[config.mk]
export PLATFORM = sky130hd
export DESIGN_NAME = rgp_sqrt_cell
export DESIGN_NICKNAME = d
export VERILOG_FILES = /design/src/rtl/rgp_pkg.sv /design/src/rtl/rgp_sqrt_cell.sv
export SDC_FILE = /design/constraint.sdc
export NUM_CORES = 1
export LEC_CHECK = 0
export BUFFER_PORTS_ARGS = -buffer_cell sky130_fd_sc_hd__clkbuf_2
export CAP_MARGIN = 20
export CORE_ASPECT_RATIO = 1.4
export CORE_MARGIN = 2
export CORE_UTILIZATION = 44
export DETAILED_ROUTE_END_ITERATION = 10
export GPL_TIMING_DRIVEN = 0
export HOLD_SLACK_MARGIN = 0.03
export PLACE_DENSITY = 0.77
export SYNTH_ARGS = -nofsm -noshare
export SYNTH_HDL_FRONTEND = slang
export SYNTH_SLANG_ARGS = --single-unit
[constraint.sdc]
create_clock -name clock -period 2.4 [get_ports clock]
set_input_delay 0.12 -clock clock [delete_from_list [all_inputs] [get_ports clock]]
set_output_delay 0.12 -clock clock [all_outputs]
set_load 0.02 [all_outputs]
[src/rtl/rgp_pkg.sv]
// Shared types and constants for the radial gradient pixel pipeline.
// No dependencies.
package rgp_pkg;

   // Register indexes on the configuration port.
   localparam logic [2:0] CSR_IMAGE_WIDTH  = 3'd0;
   localparam logic [2:0] CSR_IMAGE_HEIGHT = 3'd1;
   localparam logic [2:0] CSR_DENSITY      = 3'd2;
   localparam logic [2:0] CSR_INNER_COLOR  = 3'd3;
   localparam logic [2:0] CSR_OUTER_COLOR  = 3'd4;

   // Datapath widths.
   localparam int SQ_W    = 28;  // dx*dx + dy*dy
   localparam int ROOT_W  = 22;  // distance, 8 fraction bits
   localparam int REM_W   = 24;  // square root remainder
   localparam int DIV_W   = 30;  // divider remainder and divisor
   localparam int FRAC_W  = 16;  // quotient bits of the blend factor

   // How the blend factor is formed.
   typedef enum logic [1:0] {
      FC_ZERO,
      FC_FULL,
      FC_DIV
   } factor_class_type;

endpackage

[src/rtl/rgp_sqrt_cell.sv]
// One root bit of the integer square root of (sq << 16).
// Depends on rgp_pkg.
module rgp_sqrt_cell #(
   parameter int IDX = 0
) (
   input  logic                       clock,
   input  logic                       reset,
   input  logic                       in_valid,
   output logic                       in_ready,
   input  logic [rgp_pkg::SQ_W-1:0]   in_sq,
   input  logic [rgp_pkg::REM_W-1:0]  in_rem,
   input  logic [rgp_pkg::ROOT_W-1:0] in_root,
   output logic                       out_valid,
   input  logic                       out_ready,
   output logic [rgp_pkg::SQ_W-1:0]   out_sq,
   output logic [rgp_pkg::REM_W-1:0]  out_rem,
   output logic [rgp_pkg::ROOT_W-1:0] out_root
);

   logic                       valid_ff;
   logic [rgp_pkg::SQ_W-1:0]   sq_ff;
   logic [rgp_pkg::REM_W-1:0]  rem_ff, rem_in;
   logic [rgp_pkg::ROOT_W-1:0] root_ff, root_in;
   logic [1:0]                 pair;
   logic [rgp_pkg::REM_W-1:0]  rem_sh, trial;

   // Two radicand bits for this step; the low 16 radicand bits are zero.
   generate
      if (IDX >= 8) begin : g_pair
         assign pair = in_sq[2*IDX-16 +: 2];
      end else begin : g_zero
         assign pair = 2'b00;
      end
   endgenerate

   // Compare-and-subtract step.
   always_comb begin
      rem_sh = {in_rem[rgp_pkg::REM_W-3:0], pair};
      trial  = {in_root, 2'b01};
      if (rem_sh >= trial) begin
         rem_in  = rem_sh - trial;
         root_in = {in_root[rgp_pkg::ROOT_W-2:0], 1'b1};
      end else begin
         rem_in  = rem_sh;
         root_in = {in_root[rgp_pkg::ROOT_W-2:0], 1'b0};
      end
   end

   assign in_ready = !valid_ff || out_ready;

   always_ff @(posedge clock) begin
      if (reset) begin
         valid_ff <= 1'b0;
      end else if (in_ready) begin
         valid_ff <= in_valid;
      end
   end

   always_ff @(posedge clock) begin
      if (in_ready) begin
         sq_ff   <= in_sq;
         rem_ff  <= rem_in;
         root_ff <= root_in;
      end
   end

   assign out_valid = valid_ff;
   assign out_sq    = sq_ff;
   assign out_rem   = rem_ff;
   assign out_root  = root_ff;

endmodule

## Word-level counts from Yosys, hierarchy flattened

Cells that the tools add are included.

| cells by class | value |
|---|---|
| magnitude comparators | 1 |
| mux-type cells | 2 |
| $add $sub $neg | 1 |
| reduce and logical (&&, ||, !) cells | 2 |

Operators with widths:

| cell | count |
|---|---|
| >= comparator 24 bit | 1 |
| 2-to-1 mux 24 bit | 1 |
| subtractor 24 bit | 1 |
| logical NOT 1 bit | 1 |
| logical OR 1 bit | 1 |
| 2-to-1 mux 1 bit | 1 |

| word-level totals | value |
|---|---|
| output and inout bits | 76 |
| flip-flop bits (word level) | 75 |
| word-level logic and storage cells | 11 |
| input port bits | 78 |

## Longest topological paths before layout

Gate-level depths: netlist of the first run.

| logic depth | value |
|---|---|
| depth in word-level cells | 2 |
| depth in mapped cells | 11 |
| gate-level depth less buffers | 10 |

## Worst setup path before layout of the first run

OpenSTA, ideal clock, no wires.

| timing | value |
|---|---|
| kind | register -> register |
| from | reg valid_ff, in the netlist out_valid |
| to | reg rem_ff, in the netlist out_rem[0], enable pin |
| setup time | 0.451 ns |
| cell stages (with the launch flop) | 2 |
| period minus slack after synthesis | 2.668 ns |
| setup slack | -0.268 ns |
| path buffers | 0 |
| arrival time | 2.217 ns |
| required time | 1.949 ns |
| path through | dfxtp_1 -> nand2b_1 |

| on the way | value |
|---|---|
| longest elaborated chain between the ends | 2 |

RTL lines:

| element | RTL line | RTL |
|---|---|---|
| from (decl) | rgp_sqrt_cell.sv:20 | `logic valid_ff;` |
| from (signal assigned) | rgp_sqrt_cell.sv:55 | `valid_ff <= in_valid;` |
| logical NOT 1 bit | rgp_sqrt_cell.sv:49 | `assign in_ready = !valid_ff \|\| out_ready;` |
| logical OR 1 bit | rgp_sqrt_cell.sv:49 |  |
| net in_ready | rgp_sqrt_cell.sv:9 | `output logic in_ready,` |
| to (signal assigned) | rgp_sqrt_cell.sv:62 | `rem_ff <= rem_in;` |
| to (decl) | rgp_sqrt_cell.sv:22 | `logic [rgp_pkg::REM_W-1:0] rem_ff, rem_in;` |

The timed path passes the listed nets, and every way through them passes these cells.
A chain may end at the register's enable or synchronous reset.

## Worst setup path in the final report of the first run

| timing | value |
|---|---|
| from | in in_root[0] (netlist bit) |
| to | reg rem_ff, in the netlist out_rem[18] (data pin) |

| on the way | value |
|---|---|
| longest elaborated chain between the ends | 2 |
| elaborated cells on any way between the ends | 3 |
| those cells by class | add/sub (1); order compare (1); mux (1) |

RTL lines:

| element | RTL line | RTL |
|---|---|---|
| from (decl) | rgp_sqrt_cell.sv:12 | `input logic [rgp_pkg::ROOT_W-1:0] in_root,` |
| subtractor 24 bit / >= comparator 24 bit (equally long branches) | rgp_sqrt_cell.sv:41, rgp_sqrt_cell.sv:40 |  |
| 2-to-1 mux 24 bit (*) | rgp_sqrt_cell.sv:40 | `if (rem_sh >= trial) begin` |
| net rem_in, one bit | rgp_sqrt_cell.sv:22 |  |

The timed path passes the listed nets; every way through them passes the cells marked *.

==> impl_metrics.tcl, run 1 <==
set metrics [dict create \
    outcome "complete, no violations" \
    clock_latency_ns 0.33 \
    avgViaCountPerCell 4.94 \
    p_comb_frac 0.236 \
    area_growth_pct 46.5 \
    core_sq_mm 0.00815 \
    nFillCells 617 \
    synth_area_sq_mm 0.00370 \
    synth_flop_cell "edfxtp_1" \
    clkSinkCount 74 \
    worst_ep_arrival_time_ns 2.32 \
    cts_tree "built" \
    grt_pass1_vias 3070 \
    synth_cell_types 43 \
    drtPass1Iterations 4 \
    fp.dieW_um 81.5 \
    num_rows 39 \
    critical_path_peak_fanout 4 \
    seqPwrFrac 0.417 \
    finalCriticalPeriod_ns 2.23 \
    yosysMostFrequentCell "edfxtp_1" \
    cts_root_buf "clkbuf_16" \
    p_sw_frac 0.279 \
    yosysWarnings 0 \
    p_switching_mw 1.08 \
    fin_tns_setup_ns 0 \
    yosys-top-cells-count "edfxtp_1, a21oi_1, inv_1, nor2_1, ha_1" \
    drc 0 \
    gp_congestion 0.961 \
    fmax_mhz 448 \
    endpoint_kind "flip-flop" \
    nets 611 \
    overflow 0 \
    syn-instance-count 295 \
    p_clk_frac 0.346 \
    critical_path_class "in -> reg" \
    wl_per_cell_um 14.9 \
    grt_pass1_wl_um 14300 \
    grt_usage 0.209 \
    cp_num_buf_inv 2 \
    pin_count 154 \
    vias 3051 \
    synth_top_cell_area_share 0.592 \
    netlist_top_cells_area "edfxtp_1, ha_1, a21oi_1" \
    fin_worst_skew_ns 0.00525 \
    grt_max_degree 76 \
    synthesis.nets 396 \
    slowest_stage "fa_1" \
    max-slew-margin-rel 0.355 \
    drt-initial-drc-count 136 \
    n_antenna_cell 0 \
    async_flop_share 0 \
    path_delay_family "adder cells" \
    dp.cells 548 \
    ys_seq_area_frac 0.597 \
    power.leakage_nw 2.50 \
    setup_viol 0 \
    die_area_sq_mm 0.00917 \
    worstMarginPinSlew_ns 0.967 \
    antenna_found_initial 0 \
    p_per_area_mw_per_mm2 716 \
    clk_pin_slew_ns 0.06 \
    maxCapViolations 0 \
    drive_gt1_frac 0.375 \
    total_power_mw 3.88 \
    fp.dieH_um 113 \
    htree_levels 3 \
    finalInstanceArea_sq_mm 0.00542 \
    fin_cells 617 \
    synth_area_per_cell_sq_um 12.6 \
    place_area_sq_mm 0.00459 \
    yosys.area.top_type "edfxtp_1" \
    hold_viol 0 \
    initial_utilization 0.454 \
    fin_util 0.665 \
    critPathLaunchType "input pin" \
    crit_chain "clkbuf_2 > inv_1 > ha_1 > fa_1 > a211oi_1 > o21a_2 > nor4_2 > nor2_1 > o31ai_1 > xor2_1 > mux2_4" \
    portBuffers 151 \
    synth_edf_count 73 \
    rsz0062_at_grt "false" \
    crit_required_ns 2.48 \
    wirelength_um 9200 \
    drv_slew 0 \
    p_int_mw 2.80 \
    hp-class "in -> reg" \
    fin_crit_sh 0.931 \
    hpwl_um 6350 \
    clock_path_buffers 2 \
    cpPeakStageDelay_ns 0.44 \
    ant_nets 0 \
    synth_seq_cells 74 \
    max-vdd-ir-drop_mv 0.429 \
    cts-buffers-inserted 9 \
]
-- power by group through the flow --
stage	clock network, mW	registers (mW)	logic, mW
final	1.34	1.62	0.917
after global routing	1.43	1.63	0.997
after CTS	1.38	1.62	0.908
after detailed placement	0	1.64	0.837
after global placement	0	1.64	0.822
after floorplan	0	1.82	0.387
-- worst paths after layout --
path	cells past startpoint	end	slack, ns	start
setup / recovery	11	out_rem[18]	0.17	in_root[0]
hold / removal	2	out_rem[11]	0.11	in_rem[9]
setup reg to reg	3	out_valid	0.44	out_valid
hold reg to reg	1	out_sq[4]	1.29	out_valid
-- through the flow --
stage | setup slack, ns | hold WS, ns
global route | 0.0440 | 0.116
detailed placement | -0.319 | 0.286
finish | 0.166 | 0.114
floorplan | 0.115 | 0.189
global placement | -0.289 | 0.277
CTS | 0.0307 | 0.0975
-- cell families after synthesis --
group / after synthesis / synth area share
flops: 74 / 0.597
compound gates: 75 / 0.128
buf+inv: 35 / 0.0439
simple gates: 59 / 0.0744
xor+xnor: 20 / 0.0473
fa+ha+maj: 23 / 0.0798
mux: 9 / 0.0294
-- cells in the final DEF (no fill, tap or decap), drive strengths merged, types with 2 or more instances in the layout --
cell | netlist | layout
a211oi | 2 | 2
a21o | 6 | 6
a21oi | 39 | 39
buf | 7 | 9
clkbuf | 2 | 163
clkinv | 0 | 3
dlygate4sd3 | 0 | 51
edfxtp | 73 | 73
ha | 22 | 22
inv | 26 | 27
mux2 | 9 | 9
nand2 | 17 | 17
nand2b | 2 | 2
nand3 | 6 | 6
nand4 | 2 | 2
nor2 | 25 | 25
nor2b | 2 | 2
nor3 | 2 | 2
o211ai | 3 | 3
o21a | 6 | 6
o21ai | 9 | 9
xnor2 | 13 | 13
xor2 | 7 | 7
-- area by class of cell --
cell class	instances	area (sq um)	area share
flip-flops and latches	74	2210	0.408
well taps	102	128	0.0235
repair buffers	204	1280	0.236
clock buffers	10	239	0.0441
inverters	26	97.6	0.0180
plain buffers	9	65.1	0.0120
multi-input cells	186	1340	0.246
clock inverters	6	65.1	0.0120
-- layer usage --
metal,global-route usage,part of all wire
met5,0,0
met4,0.102,0.030
met3,0.0498,0.055
met2,0.360,0.52
met1,0.237,0.39
-- timing repair --
action                                  CTS  global route
resized for setup                         0             1
endpoints found under the setup margin    0            12
hold buffers                             51             0
endpoints found under the hold margin    50             0
buffers inserted                          0             2
-- worst register-to-register path, delay by kind of cell (launching register included) --
family,cells,cell delay (ns)
buffers and inverters,1,0.59
AND/OR/NAND/NOR,1,0.73
AO/OA/AOI/OAI,1,0.18
flip-flops,1,0.34
-- flip-flops by register name, summed over array words and instances (netlist names) --
| signal | count |
|---|---|
| out_root | 22 |
| out_sq | 28 |
| out_valid | 1 |
| out_rem | 23 |
Note: power is estimated with default switching activity, not from simulation.
==> inputs of run 2 (changes only) <==
CORE_UTILIZATION = 45   (was 44)
CTS_BUF_LIST = sky130_fd_sc_hd__clkbuf_2 sky130_fd_sc_hd__clkbuf_4 sky130_fd_sc_hd__clkbuf_8   (was not set)
PLACE_DENSITY = 0.79   (was 0.77)
==> impl_metrics.tcl, run 2 (synthesis gave the netlist of run 1 again) <==
set metrics [dict create \
    max-vdd-ir-drop_mv 0.548 \
    ant_nets 0 \
    clock_path_buffers 2 \
    setup_viol 0 \
    gp_congestion 0.953 \
    worstHoldPathCells 2 \
    antenna_found_initial 0 \
    hp-class "in -> reg" \
    vias 3102 \
    cts_tree "built" \
    worstReg2RegEnd "out_valid" \
    maxCapViolations 0 \
    outcome "complete, no violations" \
    grt_max_degree 76 \
    min_from "in_rem[3]" \
    initial_utilization 0.457 \
    critical_path_class "in -> reg" \
    htree_levels 3 \
    clock_latency_ns 0.36 \
    grt_pass1_wl_um 14200 \
    endpoint_kind "flip-flop" \
    hpwl_um 6260 \
    clkSinkCount 74 \
    fmax_mhz 449 \
    drc 0 \
    hold_end "out_rem[5]" \
    critical_path_peak_fanout 4 \
    die_area_sq_mm 0.00898 \
    r2r_start "out_valid" \
    drv_slew 0 \
    avgViaCountPerCell 5.04 \
    crit_start "in_root[0]" \
    rr_worst_depth 3 \
    wirelength_um 8990 \
    cts_root_buf "clkbuf_8" \
    overflow 0 \
    finalCriticalPeriod_ns 2.23 \
    clk_pin_slew_ns 0.08 \
    fp.dieH_um 111 \
    final_cell_mix "clkbuf_2, edfxtp_1, dlygate4sd3_1" \
    grt_pass1_vias 3050 \
    pin_count 154 \
    num_rows 39 \
    regToRegSetupSlack_ns 0.46 \
    drt-initial-drc-count 122 \
    rsz0062_at_grt "false" \
    max-slew-margin-rel 0.354 \
    cts-buffers-inserted 9 \
    core_sq_mm 0.00810 \
    fin_crit_sh 0.928 \
    grt_usage 0.208 \
    hold_slack_ns 0.0852 \
    crit_required_ns 2.51 \
    drtPass1Iterations 4 \
    fp.dieW_um 80.7 \
    drive_gt1_frac 0.374 \
    wl_per_cell_um 14.6 \
    p_per_area_mw_per_mm2 678 \
    critPathLaunchType "input pin" \
    total_power_mw 3.62 \
    final_common_cell "clkbuf_2" \
    portBuffers 151 \
    n_antenna_cell 0 \
    power.leakage_nw 2.46 \
    hold_viol 0 \
    fin_worst_skew_ns 0.00639 \
    area_growth_pct 44.3 \
    largest_reg_flops 28 \
    worstMarginPinSlew_ns 0.968 \
    nets 610 \
    worst_ep_arrival_time_ns 2.34 \
]
run 2: cell types whose count changed in the layout (fill, tap and decap cells not counted):
cell       change
clkbuf_8       +9
buf_4          -1
clkbuf_4       +1
bufinv_16      +1
clkinv_2       -2
clkbuf_16      -9
run 2: final cells by class:
type,count,area [sq um]
Fill cell,652,2760
Sequential cell,74,2210
Multi-Input combinational cell,186,1340
Timing Repair Buffer,203,1270
Clock buffer,11,145
Tap cell,102,128
Inverter,26,97.6
Clock inverter,5,85.1
Buffer,9,65.1
run 2: how the worst max path moves through the flow:
stage                     slack, ns     endpoint  depth (start not counted)
after CTS                      0.04  out_rem[18]                         11
final                          0.17  out_rem[18]                         11
after global placement        -0.29  out_rem[21]                         11
after detailed placement      -0.35  out_rem[21]                         11
after global routing           0.03  out_rem[18]                         11
after floorplan                0.12  out_rem[18]                         10
run 2: report_power, final:
group / internal, mW / leakage (nW) / switching (mW)
combinational: 0.382 / 1.58 / 0.533
clock: 0.630 / 0.114 / 0.462
sequential: 1.58 / 0.762 / 0.0378
total: 2.59 / 2.46 / 1.03
run 2: through the flow:
stage	cells	setup TNS, ns	utilization	area, sq um	setup slack (ns)
final	616	0	0.659	5340	0.174
after global routing	616	0	0.659	5340	0.0317
after CTS	615	0	0.658	5330	0.0429
after detailed placement	548	-4.97	0.567	4590	-0.351
after global placement	548	-3.41	0.566	4590	-0.285
after floorplan	295	0	-	3700	0.115
run 2: worst max-delay path, stage by stage:
cell and delay, ns:
clkbuf_2 0.10, inv_1 0.05, ha_1 0.20, fa_1 0.42
a211oi_1 0.24, o21a_2 0.26, nor4_2 0.08, nor2_1 0.30
o31ai_1 0.14, xor2_1 0.16, mux2_4 0.27
run 2: repair_timing:
item	CTS	global route
hold buffers	51	0
setup buffers	0	1
endpoints found under the setup margin	0	12
resized for setup	0	1
endpoints found under the hold margin	50	0
run 2: per-layer routing:
metal,GRT usage,part of all wire,up-vias
met5,0,0,-
met4,0.110,0.031,0
met3,0.0399,0.053,22
met2,0.360,0.53,102
met1,0.238,0.39,1473
li1,-,-,1505
