$ cat config.mk
export PLATFORM = sky130hd
export DESIGN_NAME = rgp_div_cell
export DESIGN_NICKNAME = d
export VERILOG_FILES = /design/src/rtl/rgp_pkg.sv /design/src/rtl/rgp_div_cell.sv
export SDC_FILE = /design/constraint.sdc
export NUM_CORES = 1
export LEC_CHECK = 0
export ABC_AREA = 1
export BUFFER_PORTS_ARGS = -buffer_cell sky130_fd_sc_hd__buf_2
export CAP_MARGIN = 20
export CELL_PAD_IN_SITES_DETAIL_PLACEMENT = 1
export CELL_PAD_IN_SITES_GLOBAL_PLACEMENT = 1
export CORE_MARGIN = 1.5
export CORE_UTILIZATION = 37
export CTS_BUF_LIST = sky130_fd_sc_hd__clkbuf_2
export DETAILED_ROUTE_END_ITERATION = 12
export PLACE_DENSITY_LB_ADDON = 0.1
export SLEW_MARGIN = 20
export SYNTH_ARGS = -nofsm -noshare
export SYNTH_HDL_FRONTEND = slang
export SYNTH_SLANG_ARGS = --single-unit
$ cat constraint.sdc
create_clock -name clock -period 2.9 [get_ports clock]
set_clock_uncertainty 0.05 [all_clocks]
set_input_delay 0.58 -clock clock [delete_from_list [all_inputs] [get_ports clock]]
set_output_delay 0.58 -clock clock [all_outputs]
set_load 0.05 [all_outputs]
$ cat src/rtl/rgp_pkg.sv
// Shared types and constants for the radial gradient pixel pipeline.
// No dependencies.
package rgp_pkg;

   // Register indexes on the configuration port.
   localparam logic [2:0] CSR_IMAGE_WIDTH  = 3'd0;
   localparam logic [2:0] CSR_IMAGE_HEIGHT = 3'd1;
   localparam logic [2:0] CSR_DENSITY      = 3'd2;
   localparam logic [2:0] CSR_INNER_COLOR  = 3'd3;
   localparam logic [2:0] CSR_OUTER_COLOR  = 3'd4;

   // Datapath widths.
   localparam int SQ_W    = 28;  // dx*dx + dy*dy
   localparam int ROOT_W  = 22;  // distance, 8 fraction bits
   localparam int REM_W   = 24;  // square root remainder
   localparam int DIV_W   = 30;  // divider remainder and divisor
   localparam int FRAC_W  = 16;  // quotient bits of the blend factor

   // How the blend factor is formed.
   typedef enum logic [1:0] {
      FC_ZERO,
      FC_FULL,
      FC_DIV
   } factor_class_type;

endpackage

$ cat src/rtl/rgp_div_cell.sv
// One quotient bit of the blend factor division num * 2^16 / den.
// Depends on rgp_pkg.
module rgp_div_cell (
   input  logic                              clock,
   input  logic                              reset,
   input  logic [rgp_pkg::DIV_W-1:0]         den,
   input  logic                              in_valid,
   output logic                              in_ready,
   input  rgp_pkg::factor_class_type         in_cls,
   input  logic [rgp_pkg::DIV_W-1:0]         in_rem,
   input  logic [rgp_pkg::FRAC_W-1:0]        in_quo,
   output logic                              out_valid,
   input  logic                              out_ready,
   output rgp_pkg::factor_class_type         out_cls,
   output logic [rgp_pkg::DIV_W-1:0]         out_rem,
   output logic [rgp_pkg::FRAC_W-1:0]        out_quo
);

   logic                              valid_ff;
   rgp_pkg::factor_class_type         cls_ff;
   logic [rgp_pkg::DIV_W-1:0]         rem_ff, rem_in, rem_sh;
   logic [rgp_pkg::FRAC_W-1:0]        quo_ff, quo_in;

   // Restoring division step; remainder stays below den.
   always_comb begin
      rem_sh = {in_rem[rgp_pkg::DIV_W-2:0], 1'b0};
      if (rem_sh >= den) begin
         rem_in = rem_sh - den;
         quo_in = {in_quo[rgp_pkg::FRAC_W-2:0], 1'b1};
      end else begin
         rem_in = rem_sh;
         quo_in = {in_quo[rgp_pkg::FRAC_W-2:0], 1'b0};
      end
   end

   assign in_ready = !valid_ff || out_ready;

   always_ff @(posedge clock) begin
      if (reset) begin
         valid_ff <= 1'b0;
      end else if (in_ready) begin
         valid_ff <= in_valid;
      end
   end

   always_ff @(posedge clock) begin
      if (in_ready) begin
         cls_ff <= in_cls;
         rem_ff <= rem_in;
         quo_ff <= quo_in;
      end
   end

   assign out_valid = valid_ff;
   assign out_cls   = cls_ff;
   assign out_rem   = rem_ff;
   assign out_quo   = quo_ff;

endmodule

Yosys cells after proc, flatten, opt, wreduce, memory -nomap -nowiden --
Cells that the tools add are included.
Word-level totals: bits in read-only memories 0, latch bits 0, memories kept 0, register bits after elaboration 49, RAM bits 0
Cells by class: bitwise gates (word level) 0, add/subtract/negate cells 1, shifts and indexed selects 0, div/mod/pow operators 0, muxes and demuxes 2, $mul 0, reductions and logical operators 2, eq/ne operators 0, $lt $le $gt $ge 1
Operators with widths (number):
- >= comparator 30 bit | 1
- two-way mux 30 bit | 1
- subtractor 30 bit | 1
- zero test 1 bit | 1
- logical OR 1 bit | 1
- two-way mux 1 bit | 1

Logic depth before layout (Yosys ltp) --
Gate-level depths: netlist of run 1.
depth in word-level cells 2, mapped depth 15

Least setup slack after synthesis of run 1 --
Ideal clock, no wire load.
path kind input-to-output, start in out_ready, end out in_ready, path slack 316 ps, stages 2, required time 2270 ps, arrival 1954 ps, cells stage by stage inv_1 nand2_1
Between the ends: word-level cells in the longest chain between the ends 1
Ends and longest elaborated chain:
- start: declaration | line rgp_div_cell.sv:13 | input logic out_ready,
- logical OR 1 bit | line rgp_div_cell.sv:36 | assign in_ready = !valid_ff || out_ready;
- end: declaration | line rgp_div_cell.sv:8 | output logic in_ready,
No other way between the ends.

Worst setup path in the final report of run 1 --
start in den[0] (netlist name), end reg rem_ff (netlist bit out_rem[12]), data pin
Between the ends: word-level cells in the longest chain between the ends 2, elaborated cells on any way between the ends 3, those cells by class add/sub: 1; order compare: 1; mux: 1
Ends and longest elaborated chain:
- start: declaration | line rgp_div_cell.sv:6 | input logic [rgp_pkg::DIV_W-1:0] den,
- subtractor 30 bit / >= comparator 30 bit (equally long branches) | line rgp_div_cell.sv:28, rgp_div_cell.sv:27
- two-way mux 30 bit * | line rgp_div_cell.sv:27 | if (rem_sh >= den) begin
- via rem_in, one bit | line rgp_div_cell.sv:21 | logic [rgp_pkg::DIV_W-1:0] rem_ff, rem_in, rem_sh;
- end signal: assignment | line rgp_div_cell.sv:49 | rem_ff <= rem_in;
- end: declaration | line rgp_div_cell.sv:21
The timed path passes the listed nets; every way through them passes the cells marked *. A chain may end at the register's enable or synchronous reset.

==> reports/qor.yml, run 1 <==
power:
  power_density_nw_per_um2: 448
  finalPower_mw: 2.39
  leakagePower_nw: 3.16
  ir_drop_uv: 173
global_route:
  antenna_found_initial: 0
  grt_pass1_vias: 4865
  grt_overflow: 0
  track_usage_pct: 22.4
  grt_pass1_wl_um: 22500
  grt_max_degree: 50
worst_setup_path:
  end_kind: "register"
  crit_chain: "buf_2 > inv_1 > fa_1 > nand3_1 > nand3_2 > nand2_1 > nand2_2 > nand2_1 > nand2_1 > nand2_1 > nand3_2 > buf_4 > nand2_1 > nand2_1"
  slowest_delay_ps: 500
  startpoint_type: "input port"
  slowest_stage: "fa_1"
  worstPathRequired_ps: 3160
  crit_type: "input port to register"
  crit_path_frequent_cell: "nand2_1"
  cp.arrival_ps: 2430
  cp_max_fo: 23
die:
  num_rows: 39
  die_y_um: 113
  initial_core_util_pct: 38.5
  fp.dieArea_um2: 12700
  die_w_um: 113
  ios: 132
  core-area_um2: 11600
detailed_routing:
  post_drt_via_cell_ratio: 4.86
  drc: 0
  drt_wl_total_um: 13800
  dr_wl_met3_um: 596
  drt-met1-wl_um: 5810
  dr.pass1.iters: 4
  routedWlPerCell_um: 14.7
  wl_met2_um: 7130
  ant_nets: 0
  vias: 4563
  top_layer_used: "met4"
  drt-initial-drc-count: 172
clock_network:
  path_clk_slew_ps: 300
  post_cts_resized: 0
  clk_root_buffer_cell: "clkbuf_2"
  postCtsHoldBufs: 0
  clk_latency_ps: 510
  post_cts_buffers: 0
  clock-sinks: 49
  cts_tree: "yes"
  cts_buffers: 5
  cts_htree_levels: 2
  clock_path_buffers: 2
sta:
  worst_slew_pin_slew_ps: 686
  maxSlewHeadroom_pct: 54.3
  finalCritPeriodShare_pct: 74.9
  fin_tns_setup_ps: 0
  maxSlewViolCount: 0
  setup_ws_ps: 729
  rsz0062_at_grt: "no"
  period_minus_slack_ps: 2170
  hold_viol_final: 0
  fin_hold_ws_ps: 108
  setup_violations: 0
  timing.fmax_ghz: 0.461
layout:
  area_growth_pct: 19.6
  drive_gt1_share_pct: 22.6
  fin_nets: 907
  final_cell_mix: "nand2_1, inv_1, buf_2, nand3_1, edfxtp_1"
  final_common_cell: "nand2_1"
  antenna-diode-count: 0
  fillCellCount: 1586
  final_area_um2: 5320
  final_core_util_pct: 46.0
  finalNonFillerCells: 938
placement:
  dp_hpwl_um: 11400
  place_ws_ps: 127
  dp_cells: 930
  postPlaceCellArea_um2: 5270
  port_buffers: 129
  place_congestion: 0.904
logic_synthesis:
  synth_seq_area_share_pct: 32.9
  syn_nets: 772
  synthesis.instances: 659
  syn-cell-area_um2: 4450
  avgSynthCellArea_um2: 6.75
  synth_cell_types: 26
  yosys_warnings: 0
  synth_seq_cells: 49
status:
  status: "complete, no violations"
min_path:
  hold_class: "input port to register"
job:
  cap_violations: 0
==> layer usage <==
layer | up-vias | GRT usage (%)
met5 | - | 0
met4 | 0 | 6.41
met3 | 20 | 3.83
met2 | 103 | 43.3
met1 | 2143 | 25.0
li1 | 2297 | -
==> area by class of cell <==
cell class	instances	area, um^2	share of cell area, %
inverter	141	529	9.95
clock inverter	3	26.3	0.494
timing repair buffer	137	718	13.5
sequential	49	1460	27.5
multi-input combinational	460	2380	44.8
tap	143	179	3.36
clock buffer	5	25.0	0.470
==> kinds of logic after synthesis <==
kind of cell | after synthesis | synth area share [%]
AOI/OAI and AO/OA | 21 | 2.73
xor gates and xnor gates | 15 | 2.95
adders and majority gates | 31 | 8.89
buffers and inverters | 150 | 13.6
DFF | 49 | 32.9
and+or+nand+nor | 393 | 38.9
==> Yosys cell counts <==
cell | instances | share of area, %
xor2_1 | 14 | 2.8
a21oi_1 | 18 | 2.0
dfxtp_1 | 1 | 0.45
fa_1 | 1 | 0.45
nand3_1 | 61 | 6.9
nand3_2 | 13 | 2.9
nor2_4 | 3 | 0.76
nand4_1 | 7 | 0.98
nor2_1 | 34 | 2.9
a21o_1 | 1 | 0.17
buf_6 | 4 | 1.0
buf_4 | 3 | 0.51
or2_2 | 1 | 0.14
a41oi_2 | 1 | 0.37
and2_1 | 1 | 0.14
inv_1 | 141 | 12
o21bai_1 | 1 | 0.17
nand2_1 | 252 | 21
buf_2 | 2 | 0.23
edfxtp_1 | 48 | 32
xnor2_1 | 1 | 0.20
nor3_1 | 2 | 0.23
nor2_2 | 6 | 0.84
ha_1 | 30 | 8.4
nand2_2 | 10 | 1.4
nand3b_1 | 3 | 0.51
==> worst paths after layout <==
kind,startpoint,end,slack [ps],cells past startpoint
min reg2reg,out_valid$_SDFFE_PP0P_,out_rem[24]$_DFFE_PP_,1010,2
max reg2reg,out_valid$_SDFFE_PP0P_,out_rem[13]$_DFFE_PP_,1420,2
max,den[0],out_rem[12]$_DFFE_PP_,730,14
min,reset,out_valid$_SDFFE_PP0P_,110,2
==> power breakdown <==
| part | internal [mW] | switching (mW) |
|---|---|---|
| combinational | 0.313 | 0.822 |
| sequential | 0.895 | 0.0224 |
| clock | 0.0645 | 0.269 |
| total | 1.27 | 1.11 |
==> worst max-delay path, delay by kind of cell <==
family,cells,cell delay [ps]
buffers and inverters,3,440
adders and majority gates,1,500
and+or+nand+nor,10,880
==> sequential cells by signal, summed over array words and instances (netlist names) <==
register   count
out_rem       30
out_quo       16
out_cls        2
out_valid      1
No activity file was read; power rests on OpenSTA's default activity.
==> run 2, diff against run 1 <==
Settings changed: CORE_UTILIZATION 37 to 34.
Clock period 2.9 ns to 1.75 ns, I/O delays scaled along.
==> run 2 against run 1 <==
  * Sequential power grew 67%
  * Critical path depth fell by 4
  * Final cell count rose by 15%
  * Register-to-register slack lost 960 ps
  * Clock-buffer cell count is the same
  * Die area up 8.6%
  * Via count up 7.7%
  * Combinational power grew 110%
  * Routed wire length rose by 18%
  * Core utilization increased by 6.7 points
  * Non-clock buffer count increased by 108
  * Largest power group unchanged
==> reports/qor.yml, run 2 (same netlist as run 1, synthesis figures left out) <==
worst_setup_path:
  end_kind: "register"
  r2r_slack_ps: 460
  cp_max_fo: 6
  crit_type: "input port to register"
  cp.arrival_ps: 1980
  r2r-end: "out_valid$_SDFFE_PP0P_"
  startpoint_type: "input port"
  r2r_cells: 3
  worstPathRequired_ps: 2040
  r2r_start: "out_valid$_SDFFE_PP0P_"
detailed_routing:
  vias: 4916
  drt_wl_total_um: 16300
  dr.pass1.iters: 4
  ant_nets: 0
  routedWlPerCell_um: 15.2
  drt-initial-drc-count: 208
  drc: 0
  post_drt_via_cell_ratio: 4.57
global_route:
  use_met3_pct: 3.89
  grt_max_degree: 37
  use_met2_pct: 43.1
  top_usage_layer: "met2"
  grt_pass1_wl_um: 26600
  grt_overflow: 0
  track_usage_pct: 24.3
  grt_pass1_vias: 5246
  antenna_found_initial: 0
  met1_usage_pct: 31.5
power:
  finalPower_mw: 4.50
  power_density_nw_per_um2: 673
  ir_drop_uv: 376
  leakagePower_nw: 3.76
status:
  status: "complete, no violations"
die:
  die_w_um: 117
  die_y_um: 117
  fp.dieArea_um2: 13800
  initial_core_util_pct: 35.1
  ios: 132
  core-area_um2: 12700
  num_rows: 41
clock_network:
  path_clk_slew_ps: 380
  clk_latency_ps: 490
  clk_root_buffer_cell: "clkbuf_2"
  cts_htree_levels: 2
  clock_path_buffers: 2
  cts_buffers: 5
  clock-sinks: 49
  post_cts_buffers: 0
  cts_tree: "yes"
sta:
  period_minus_slack_ps: 1690
  setup_violations: 0
  rsz0062_at_grt: "yes"
  hold_viol_final: 0
  timing.fmax_ghz: 0.592
  maxSlewHeadroom_pct: 74.6
  worst_slew_pin_slew_ps: 382
  setup_ws_ps: 61.8
  maxSlewViolCount: 0
  finalCritPeriodShare_pct: 96.5
layout:
  final_cell_mix: "nand2_1, inv_1, buf_2, buf_4, edfxtp_1"
  area_growth_pct: 50.1
  drive_gt1_share_pct: 35.1
  final_common_cell: "nand2_1"
  antenna-diode-count: 0
  finalNonFillerCells: 1075
  largest_reg_flops: 30
  fin_nets: 1015
  final_area_um2: 6680
  fillCellCount: 1661
min_path:
  min_to: "out_rem[4]$_DFFE_PP_"
  hold_class: "input port to register"
  min_from: "in_rem[3]"
  min_path_cells: 3
placement:
  place_ws_ps: -562
  place_congestion: 0.870
  dp_cells: 1047
  dp_hpwl_um: 13300
  port_buffers: 129
  postPlaceCellArea_um2: 6390
job:
  cap_violations: 0
## run 2: worst max-delay path by stage
stage / slack (ps) / end / start
after floorplan: -180 / out_rem[27]$_DFFE_PP_ / in_rem[0]
after global placement: -500 / out_rem[27]$_DFFE_PP_ / den[25]
after detailed placement: -560 / out_rem[27]$_DFFE_PP_ / den[25]
after CTS: 40 / in_ready / out_valid$_SDFFE_PP0P_
after global routing: -6 / out_rem[29]$_DFFE_PP_ / in_rem[0]
final: 60 / out_rem[27]$_DFFE_PP_ / den[2]
## run 2: timing repair
| action | 4_1_cts | 5_1_grt |
|---|---|---|
| hold endpoints to repair | 19 | 0 |
| resized for setup | 1 | 7 |
| hold buffers | 20 | 0 |
| endpoints found under the setup margin | 1 | 10 |
## run 2: through the flow
step	TNS, ps	hold WS (ps)	utilization [%]
after global routing	-6.06	31.8	52.7
after detailed placement	-15670	464	50.5
after global placement	-13860	459	50.5
after CTS	0	9.07	52.5
after floorplan	-4750	369	-
final	0	27.4	52.7
## run 2: where the power goes
group / switching (mW) / internal (mW) / leakage, nW
Sequential: 0.0440 / 1.48 / 0.512
Combinational: 1.53 / 0.834 / 3.21
Clock: 0.486 / 0.120 / 0.0355
## run 2: layout make-up
class	count	area (um^2)	area share [%]
clock buffers	5	25.0	0.375
clock inverters	3	28.8	0.431
inverters	141	532	7.96
multi-input cells	460	2770	41.5
flip-flops and latches	49	1460	21.9
well taps	172	215	3.22
repair buffers	245	1640	24.6
## run 2: worst max-delay path, cell delays in order
cell and delay (ps):
buf_2 100, inv_1 90, ha_4 230, or2_2 350, nand4_1 130, nand3_1 230
nand2_1 230, nand3_1 130, nand3_2 90, nand2_1 50
## run 2: routing by layer
| layer | share of wire, % | vias to the layer above | routed length, um |
|---|---|---|---|
| met5 | 0 | - | 0 |
| met4 | 0.84 | 0 | 138 |
| met3 | 4.5 | 9 | 729 |
| met2 | 49 | 119 | 7950 |
| met1 | 46 | 2267 | 7530 |
| li1 | - | 2521 | - |
==> run 3, diff against run 2 <==
Settings changed: ABC_AREA 1 to unset, CORE_UTILIZATION 34 to 35, GPL_TIMING_DRIVEN set to 0.
==> run 3 against run 2 <==
  * First-iteration DRC count fell by 61%
  * Clock-buffer cell count did not move
  * Combinational power fell by 16%
  * Largest cell class unchanged
  * Synthesized cell count fell by 47%
  * The flow now finishes with violations (negative setup slack)
  * Worst hold slack improved by 110 ps
  * Die area fell by 20%
  * Critical endpoint is now out_rem[14]$_DFFE_PP_
  * Final area fell by 23%
==> reports/qor.yml, run 3 <==
logic_synthesis:
  yosys_warnings: 0
  synth_ff_type: "edfxtp_1"
  synth-xor-area-share_pct: 6.50
  syn_nets: 460
  synth_mux_area_share_pct: 9.08
  synth_edf_count: 48
  netlist_top_cells_area: "edfxtp_1, ha_1, mux2_1"
  synth_top_family_by_area: "compound AO/OA/AOI/OAI gates"
  yosys.area_share.simple_pct: 9.70
  synth_seq_area_share_pct: 40.2
  synthesis.instances: 347
  synth_cell_types: 54
  ys_async_sr_fraction_pct: 0
  synth.most_common_cell: "edfxtp_1"
  synth-compound-area-share_pct: 18.1
  synthAdderAreaFrac_pct: 10.9
  avgSynthCellArea_um2: 10.5
  synth.top_cells.by_count: "edfxtp_1, inv_1, ha_1"
  yosysTopAreaCellShare_pct: 39.6
  syn-cell-area_um2: 3640
  synth_top_cell_by_area: "edfxtp_1"
  synth_seq_cells: 49
layout:
  drive_gt1_share_pct: 42.9
  final_common_cell: "buf_2"
  fin_nets: 634
  largest_reg_flops: 30
  antenna-diode-count: 0
  final_cell_mix: "buf_2, edfxtp_1, inv_1, mux2_4"
  area_growth_pct: 41.2
  final_area_um2: 5130
  final_core_util_pct: 50.4
sta:
  hold_viol_final: 0
  period_minus_slack_ps: 2470
  maxSlewViolCount: 0
  setup_violations: 31
  timing.fmax_ghz: 0.404
  maxSlewHeadroom_pct: 53.1
  worst_slew_pin_slew_ps: 703
  setup_ws_ps: -724
  rsz0062_at_grt: "yes"
  finalCritPeriodShare_pct: 141
worst_setup_path:
  slowest_stage: "fa_2"
  worstPathRequired_ps: 1970
  end_kind: "register"
  startpoint_type: "input port"
  critPathBufInv: 3
  slowest_delay_ps: 400
  crit_chain: "buf_12 > inv_12 > fa_2 > a211oi_2 > o211ai_1 > nand3_2 > o22ai_4 > a31o_1 > a221oi_2 > o21ai_4 > buf_12 > mux2_4"
  crit_type: "input port to register"
  cp_max_fo: 10
  cpLargestDelayFamily: "compound AO/OA/AOI/OAI gates"
  crit_path_frequent_cell: "buf_12"
  cp.arrival_ps: 2690
detailed_routing:
  ant_nets: 0
  drt_wl_total_um: 10500
  vias: 3275
  dr.pass1.iters: 4
  drt-initial-drc-count: 82
  drc: 0
  post_drt_via_cell_ratio: 4.98
  routedWlPerCell_um: 15.9
die:
  initial_core_util_pct: 35.7
  num_rows: 37
  die_w_um: 105
  ios: 132
  fp.dieArea_um2: 11000
  core-area_um2: 10200
  die_y_um: 105
status:
  status: "complete, but fails checks"
  violations: "negative setup slack"
global_route:
  antenna_found_initial: 0
  track_usage_pct: 19.2
  grt_pass1_wl_um: 16800
  grt_overflow: 0
  grt_pass1_vias: 3376
  grt_max_degree: 26
min_path:
  hold_class: "input port to register"
clock_network:
  cts_buffers: 5
  clk_latency_ps: 440
  clock-sinks: 49
  clock_path_buffers: 2
  cts_tree: "yes"
  path_clk_slew_ps: 290
  clk_root_buffer_cell: "clkbuf_2"
  cts_htree_levels: 2
placement:
  postPlaceCellArea_um2: 4590
  place_congestion: 0.822
  port_buffers: 129
  dp_hpwl_um: 7410
power:
  ir_drop_uv: 323
  power_density_nw_per_um2: 789
  leakagePower_nw: 2.47
job:
  cap_violations: 0
run 3: cell types whose count changed in the layout (fill, tap and decap cells not counted), moves of 15 or more:
cell     previous run  this run
nand2_1           248        23
inv_1             139        32
buf_4              91        18
nand3_1            47         7
mux2_4              0        28
nand3_2            27         1
a21o_1              1        21
nor2_1             29        11
ha_4               20         3
o21ai_0             0        16
ha_1                9        24
run 3: per-stage QoR:
stage          hold WS, ps  instances  TNS [ps]  worst slack (ps)  power [mW]
6_report               136        658    -21530              -724        4.05
5_1_grt               51.8        658    -22700              -774        4.30
4_1_cts               81.2        651    -20200              -692        4.09
3_5_place_dp           468        612    -41620             -1370        3.38
3_3_place_gp           456        612    -41180             -1360        3.35
2_1_floorplan          369        347    -26420              -882        2.96
run 3: final cells by class:
type,count,area (um^2)
tap,136,170
multi-input combinational,256,2220
sequential,49,1470
clock buffer,5,25.0
fill,1183,5050
clock inverter,3,26.3
inverter,34,140
buffer,10,90.1
timing repair buffer,165,998
run 3: cells by family after synthesis:
kind of cell | Yosys count
xor gates and xnor gates | 27
AOI/OAI and AO/OA | 97
buffers and inverters | 44
muxes | 29
and+or+nand+nor | 70
DFF | 49
adders and majority gates | 31
run 3: worst paths after layout:
path	from	end	slack, ps	depth (start not counted)
hold reg to reg	out_valid$_SDFFE_PP0P_	out_quo[4]$_DFFE_PP_	700	2
setup reg to reg	out_valid$_SDFFE_PP0P_	out_rem[28]$_DFFE_PP_	440	1
hold / removal	in_rem[8]	out_rem[9]$_DFFE_PP_	140	2
setup / recovery	den[0]	out_rem[14]$_DFFE_PP_	-720	12
run 3: routing by layer:
metal  GRT usage, %  wire, um
met1           23.4      4720
met2           35.2      5270
met3           3.06       378
met4           4.60       126
met5              0         0
run 3: repair_timing:
action	CTS	global route
setup endpoints to repair	32	32
setup buffers	8	7
pin swaps	5	6
resized for setup	30	7
hold buffers	19	0
hold endpoints to repair	18	0
gates cloned	4	0
run 3: report_power, final:
part / internal (mW) / switching [mW]
registers: 1.48 / 0.0412
logic: 0.770 / 1.22
clock network: 0.108 / 0.434
